## config.mk

```make
export PLATFORM = sky130hd
export DESIGN_NAME = e2q_cordic_lane
export DESIGN_NICKNAME = d
export VERILOG_FILES = /design/src/rtl/e2q_pkg.sv /design/src/rtl/e2q_cordic_lane.sv
export SDC_FILE = /design/constraint.sdc
export NUM_CORES = 2
export LEC_CHECK = 0
export BUFFER_PORTS_ARGS = -buffer_cell sky130_fd_sc_hd__buf_2
export CAP_MARGIN = 20
export CORE_MARGIN = 2
export CORE_UTILIZATION = 33
export CTS_CLUSTER_SIZE = 20
export DETAILED_ROUTE_END_ITERATION = 16
export SETUP_SLACK_MARGIN = 0.4
export SLEW_MARGIN = 5
export SYNTH_ARGS = -nofsm -noshare
export SYNTH_HDL_FRONTEND = slang
export SYNTH_SLANG_ARGS = --single-unit
```

## constraint.sdc

```tcl
create_clock -name i_clk -period 11.8 [get_ports i_clk]
set_input_delay 2.36 -clock i_clk [delete_from_list [all_inputs] [get_ports i_clk]]
set_output_delay 2.36 -clock i_clk [all_outputs]
set_load 0.01 [all_outputs]
```

## src/rtl/e2q_pkg.sv

```systemverilog
// ----------------------------------------------------------------------------
// e2q_pkg: shared constants for the Euler angle to quaternion converter
// Holds the fixed-point formats, the CORDIC constants and the arctangent table.
// ----------------------------------------------------------------------------
package e2q_pkg;

    localparam int AngW        = 16;
    localparam int QuatW       = 16;
    localparam int CordW       = 34;           // Q3.30 covers the folded angle range
    localparam int DefIters    = 16;
    localparam int MaxIters    = 32;

    localparam logic signed [CordW-1:0] Q30Pi     = 34'sd3373259426;
    localparam logic signed [CordW-1:0] Q30HalfPi = 34'sd1686629713;
    localparam logic signed [CordW-1:0] Q30Gain   = 34'sd652032874;
    localparam logic signed [QuatW-1:0] Q14One    = 16'sd16384;

    // Arctangent of 2^-i in Q30, rounded to nearest.
    function automatic logic signed [CordW-1:0] atan_q30(input logic [4:0] idx);
        logic signed [CordW-1:0] v;
        begin
            case (idx)
                5'd0:  v = 34'sd843314857;
                5'd1:  v = 34'sd497837829;
                5'd2:  v = 34'sd263043837;
                5'd3:  v = 34'sd133525159;
                5'd4:  v = 34'sd67021687;
                5'd5:  v = 34'sd33543516;
                5'd6:  v = 34'sd16775851;
                5'd7:  v = 34'sd8388437;
                5'd8:  v = 34'sd4194283;
                5'd9:  v = 34'sd2097149;
                5'd10: v = 34'sd1048576;
                5'd11: v = 34'sd524288;
                5'd12: v = 34'sd262144;
                5'd13: v = 34'sd131072;
                5'd14: v = 34'sd65536;
                5'd15: v = 34'sd32768;
                5'd16: v = 34'sd16384;
                5'd17: v = 34'sd8192;
                5'd18: v = 34'sd4096;
                5'd19: v = 34'sd2048;
                5'd20: v = 34'sd1024;
                5'd21: v = 34'sd512;
                5'd22: v = 34'sd256;
                5'd23: v = 34'sd128;
                5'd24: v = 34'sd64;
                5'd25: v = 34'sd32;
                5'd26: v = 34'sd16;
                5'd27: v = 34'sd8;
                5'd28: v = 34'sd4;
                5'd29: v = 34'sd2;
                default: v = 34'sd1;
            endcase
            return v;
        end
    endfunction

endpackage

```

## src/rtl/e2q_cordic_lane.sv

```systemverilog
// ----------------------------------------------------------------------------
// e2q_cordic_lane: pipelined half-angle cosine and sine
// One angle enters per cycle while i_en is high. A fold stage is followed by
// one register stage per CORDIC step. Stages advance together on shared i_en.
// ----------------------------------------------------------------------------
module e2q_cordic_lane #(
    parameter int ITERS = e2q_pkg::DefIters
) (
    input  logic                                 i_clk,
    input  logic                                 i_en,
    input  logic signed [e2q_pkg::AngW-1:0]      i_angle,
    output logic signed [e2q_pkg::CordW-1:0]     o_cos,
    output logic signed [e2q_pkg::CordW-1:0]     o_sin
);

    localparam int W  = e2q_pkg::CordW;
    localparam int NI = (ITERS > e2q_pkg::MaxIters) ? e2q_pkg::MaxIters : ITERS;

    logic signed [W-1:0] r_x [NI+1];
    logic signed [W-1:0] r_y [NI+1];
    logic signed [W-1:0] r_z [NI+1];
    logic                r_flip [NI+1];

    logic signed [W-1:0] n_z0;
    logic                n_flip0;

    // Half angle in Q30 and quadrant fold into -pi/2..pi/2.
    always_comb begin
        logic signed [W-1:0] z;
        z = {{(W-e2q_pkg::AngW-16){i_angle[e2q_pkg::AngW-1]}}, i_angle, 16'd0};
        n_flip0 = 1'b0;
        n_z0    = z;
        if (z > e2q_pkg::Q30HalfPi) begin
            n_z0    = z - e2q_pkg::Q30Pi;
            n_flip0 = 1'b1;
        end else if (z < -e2q_pkg::Q30HalfPi) begin
            n_z0    = z + e2q_pkg::Q30Pi;
            n_flip0 = 1'b1;
        end
    end

    always_ff @(posedge i_clk) begin
        if (i_en) begin
            r_x[0]    <= e2q_pkg::Q30Gain;
            r_y[0]    <= '0;
            r_z[0]    <= n_z0;
            r_flip[0] <= n_flip0;
        end
    end

    // One rotation step per stage.
    for (genvar g = 0; g < NI; g++) begin : g_step
        logic signed [W-1:0] dx, dy;
        assign dx = r_y[g] >>> g;
        assign dy = r_x[g] >>> g;
        always_ff @(posedge i_clk) begin
            if (i_en) begin
                if (!r_z[g][W-1]) begin
                    r_x[g+1] <= r_x[g] - dx;
                    r_y[g+1] <= r_y[g] + dy;
                    r_z[g+1] <= r_z[g] - e2q_pkg::atan_q30(5'(g));
                end else begin
                    r_x[g+1] <= r_x[g] + dx;
                    r_y[g+1] <= r_y[g] - dy;
                    r_z[g+1] <= r_z[g] + e2q_pkg::atan_q30(5'(g));
                end
                r_flip[g+1] <= r_flip[g];
            end
        end
    end

    assign o_cos = r_flip[NI] ? -r_x[NI] : r_x[NI];
    assign o_sin = r_flip[NI] ? -r_y[NI] : r_y[NI];

endmodule

```

* Word-level counts from Yosys, hierarchy flattened
Memory sizes are Yosys's and may differ from the RTL's. Index checks and enable logic that the tools add are counted.
Cells by class: bitwise gates (word level) 48, $add $sub $neg 99, multiplexer cells 152, $lt $le $gt $ge 2
Operator list (number):
- 2-to-1 mux 34 bit | 52
- 2-to-1 mux 1 bit | 100
- adder 34 x 19 -> 34 bit | 2
- adder 34 x 20 -> 34 bit | 2
- adder 34 x 21 -> 34 bit | 2
- adder 34 x 22 -> 34 bit | 2
- adder 34 x 22 -> 34 bit, second input constant | 2
- adder 34 x 23 -> 34 bit | 2
- adder 34 x 24 -> 34 bit | 2
- adder 34 x 25 -> 34 bit | 2
- adder 34 x 26 -> 34 bit | 2
- adder 34 x 27 -> 34 bit | 2
- adder 34 x 28 -> 34 bit | 2
- adder 34 x 29 -> 34 bit | 2
- adder 34 x 30 -> 34 bit | 2
- adder 34 x 31 -> 34 bit | 2
- adder 34 x 32 -> 34 bit | 2
- adder 34 x 33 -> 34 bit | 2
- negation 34 bit | 2
- subtractor 34 x 19 -> 34 bit | 2
- subtractor 34 x 20 -> 34 bit | 2
- subtractor 34 x 21 -> 34 bit | 2
- subtractor 34 x 22 -> 34 bit | 2
- subtractor 34 x 22 -> 34 bit, second input constant | 2
- 46 further kinds | 105
Word-level totals: output and inout bits 68, bits in writable memories 1751, bits in registers 0, input port bits 18, word-level logic and storage cells 305, memories kept 4
Memories:
- r_x | depth 17, bits a word 34, rd ports 17, clocked after Yosys merged registers in 0, wr ports 17, RTL line e2q_cordic_lane.sv:19 | logic signed [W-1:0] r_x [NI+1];
- r_y | depth 17, bits a word 34, rd ports 17, clocked after Yosys merged registers in 0, wr ports 17, RTL line e2q_cordic_lane.sv:20 | logic signed [W-1:0] r_y [NI+1];
- r_z | depth 17, bits a word 34, rd ports 16, clocked after Yosys merged registers in 0, wr ports 17, RTL line e2q_cordic_lane.sv:21 | logic signed [W-1:0] r_z [NI+1];
- r_flip | depth 17, bits a word 1, rd ports 17, clocked after Yosys merged registers in 0, wr ports 17, RTL line e2q_cordic_lane.sv:22 | logic r_flip [NI+1];

* Logic depth before layout (Yosys ltp)
word-level depth 4, gate-level depth with buffers 21, gate-level depth less buffers 21

* Worst setup path before layout
No wires, ideal clock.
kind input to register, from input i_en, to memory r_x[4][30] in the netlist's numbering (data pin), buffers on the path 3, slack 4947 ps, data arrival time 6590 ps, stages 19, setup time 262 ps, required time 11538 ps, cells stage by stage clkbuf_1 clkbuf_1 nand2_1 inv_1 buf_1 nor2_1 xor2_1 ha_1 a21o_1 a21oi_1 o21bai_1 a2111oi_0 o31ai_1 or3b_1 a21oi_1 o41a_1 a21oi_1 mux2i_1 nand3_1
RTL lines:
- start: declaration | RTL line e2q_cordic_lane.sv:10 | input logic i_en,
- end: declaration | RTL line e2q_cordic_lane.sv:19

==> flow_summary.json <==
{
  "cts_post_setup_buffers_inserted": 0,
  "synth-edff-count": 1420,
  "core_mm2": 0.363,
  "rsz0062_at_grt": "no",
  "setup-tns-final_ns": 0,
  "detail_route.wl_per_cell_um": 16.9,
  "cts.htree.levels": 4,
  "crit_path_max_fanout": 88,
  "yosysWarnings": 0,
  "ys_seq_area_share_pct": 35.4,
  "relSlewSlack_pct": 27.0,
  "cp.required_ns": 12.33,
  "avgSynthCellArea_um2": 9.54,
  "die_h_um": 609,
  "grt_max_degree": 134,
  "cts_tree": "done",
  "grt_pass1_vias": 88246,
  "max-clock-path-buffers": 4,
  "critPathKind": "primary input to flip-flop",
  "die_area_mm2": 0.370,
  "grtUsageTotal_pct": 15.6,
  "synth_top_area_share_pct": 35.4,
  "tightest_slew_ns": 1.09,
  "fin_cells": 17668,
  "fin_nets": 14151,
  "num_rows": 221,
  "root_buffer": "clkbuf_16",
  "cts_buffers": 174,
  "fmax_mhz": 133,
  "yosys_most_used_dff": "edfxtp_1",
  "synthTopCellsByCount": "edfxtp_1, ha_1, xnor2_1, a21oi_1, nor2_1",
  "ys_ff_latch": 1420,
  "ant_nets": 0,
  "grt_pass1_wl_um": 477000,
  "synth_area_mm2": 0.121,
  "first_pass_iters": 6,
  "cts_hold_buf": 0,
  "avgViaCountPerCell": 5.26,
  "clock_sinks": 1420,
  "drcViolationCount": 0,
  "finalInstanceArea_mm2": 0.132,
  "clk_latency_ns": 0.85,
  "status": "finished, final reports clean",
  "routed_wl_um": 299000,
  "path_clk_slew_ns": 0.06,
  "antenna_found_initial": 1,
  "hp-class": "flip-flop to flip-flop",
  "placed_area_mm2": 0.127,
  "async_reset_ff_share_pct": 0,
  "synth_top_area_cell": "edfxtp_1",
  "io_buffers": 85,
  "worstSetupStartpointType": "primary input",
  "setup_violations": 0,
  "area_growth_pct": 9.78,
  "die_w_um": 609,
  "drive_gt1_share_pct": 4.29,
  "final.min_clock_period_ns": 7.52,
  "syn_nets": 14041,
  "yosys-top-cells-area": "edfxtp_1, ha_1, xnor2_1, a21oi_1, xor2_1",
  "dpl.cell_count": 17363,
  "finalHoldViolCount": 0,
  "drv_slew": 0,
  "final.setup_skew_ns": 0.0742,
  "fin_crit_sh_pct": 63.8,
  "worstSetupEndpointType": "flip-flop",
  "drt-initial-drc-count": 6099,
  "start_util_pct": 33.2,
  "synthCells": 12637,
  "place_congestion": 0.886,
  "num_vias": 92881,
  "post_cts_resized": 0,
  "max-cap-violations": 0,
  "yosysMostFrequentCell": "edfxtp_1",
  "detailed_place_hpwl_um": 236000,
  "overflow": 0,
  "num_io_pins": 86,
  "synth_cell_types": 97,
  "crit_arrival_ns": 8.06
}
## final timing paths
check                              from                    end  slack (ns)  depth (start not counted)
setup / recovery                   i_en  r_x[10][29]$_DFFE_PP_        4.28                         20
hold / removal    r_z[10][18]$_DFFE_PP_  r_z[11][18]$_DFFE_PP_        0.37                          0
setup reg to reg   r_z[3][33]$_DFFE_PP_   r_x[4][30]$_DFFE_PP_        6.00                         18
hold reg to reg   r_z[10][18]$_DFFE_PP_  r_z[11][18]$_DFFE_PP_        0.37                          0
## cell type report
class                           count  area (µm²)
Antenna cell                        1        2.50
Clock buffer                      191        4520
Clock inverter                    111        1130
Fill cell                       36514      231000
Inverter                          528        1980
Multi-Input combinational cell  10476       75200
Sequential cell                  1420       42600
Tap cell                         4794        6000
Timing Repair Buffer              147         941
## layer usage
| layer | part of all wire [%] | global-route usage (%) | wire length (µm) | vias up |
|---|---|---|---|---|
| met2 | 48 | 27.4 | 144000 | 1669 |
| met4 | 2.6 | 4.15 | 7790 | 0 |
| met5 | 0 | 0 | 0 | - |
| met1 | 46 | 20.1 | 136000 | 43692 |
| met3 | 3.7 | 1.69 | 11000 | 380 |
| li1 | - | - | - | 47140 |
## flip-flops by register name, summed over array words and instances, names as in the netlist
register and cells:
r_flip 16, r_x 484, r_y 511, r_z 409
## critical path, stage by stage
cell and delay [ns]:
buf_12 0.36, buf_4 0.67, nand2_1 0.19, buf_4 0.27, clkinv_1 0.07, buf_4 0.49
nor2_1 0.10, xor2_1 0.16, ha_1 0.26, a211oi_1 0.33, o21ai_1 0.17, a2111oi_0 0.66
nor3_1 0.19, a211oi_1 0.48, o21ai_1 0.17, a31oi_1 0.28, o21ai_1 0.17, a21o_1 0.20
a21oi_1 0.18, xnor2_1 0.08
## cells in the final DEF (no fill, tap or decap), types with 30 or more instances in the layout
cell type and count:
o21ai_1 226, edfxtp_1 1420, o31a_1 30, a31oi_1 121, clkbuf_16 179, xor2_1 570, ha_1 1345, o21bai_1 179
buf_2 85, nand3b_1 30, a211oi_1 107, o21a_1 208, a21o_1 554, and3_1 94, xnor2_1 1275, o41ai_1 59
nor2b_1 181, a21oi_1 1254, or4_1 40, o21ai_0 514, nand3_1 207, or3_1 117, o211ai_1 69, nor4_1 77
nor3_1 315, mux2i_1 67, a221oi_1 30, clkinv_1 41, and2_1 49, nand2b_1 235, fa_1 41, inv_1 512
buf_4 58, o31ai_1 142, mux2_2 55, or2_2 35, nor2_1 1042, nand4_1 91, nand2_1 702
## cell families after synthesis
group | synth area share [%]
AOI/OAI and AO/OA | 20.0
xor gates and xnor gates | 13.4
DFF | 35.4
buffers and inverters | 2.32
muxes | 1.07
adders and majority gates | 14.6
and+or+nand+nor | 13.2
## per-stage QoR
step                      utilization, %  hold WS (ns)  setup WS [ns]
after global routing                36.5         0.374           3.69
final                               36.5         0.370           4.28
after detailed placement            34.9         0.405           3.43
after CTS                           36.5         0.374           4.30
after global placement              34.9         0.402           3.43
after floorplan                        -         0.400           4.95
Power is not shown: default switching activity piles up to over one toggle a cycle in this logic, so the estimate is an artifact.
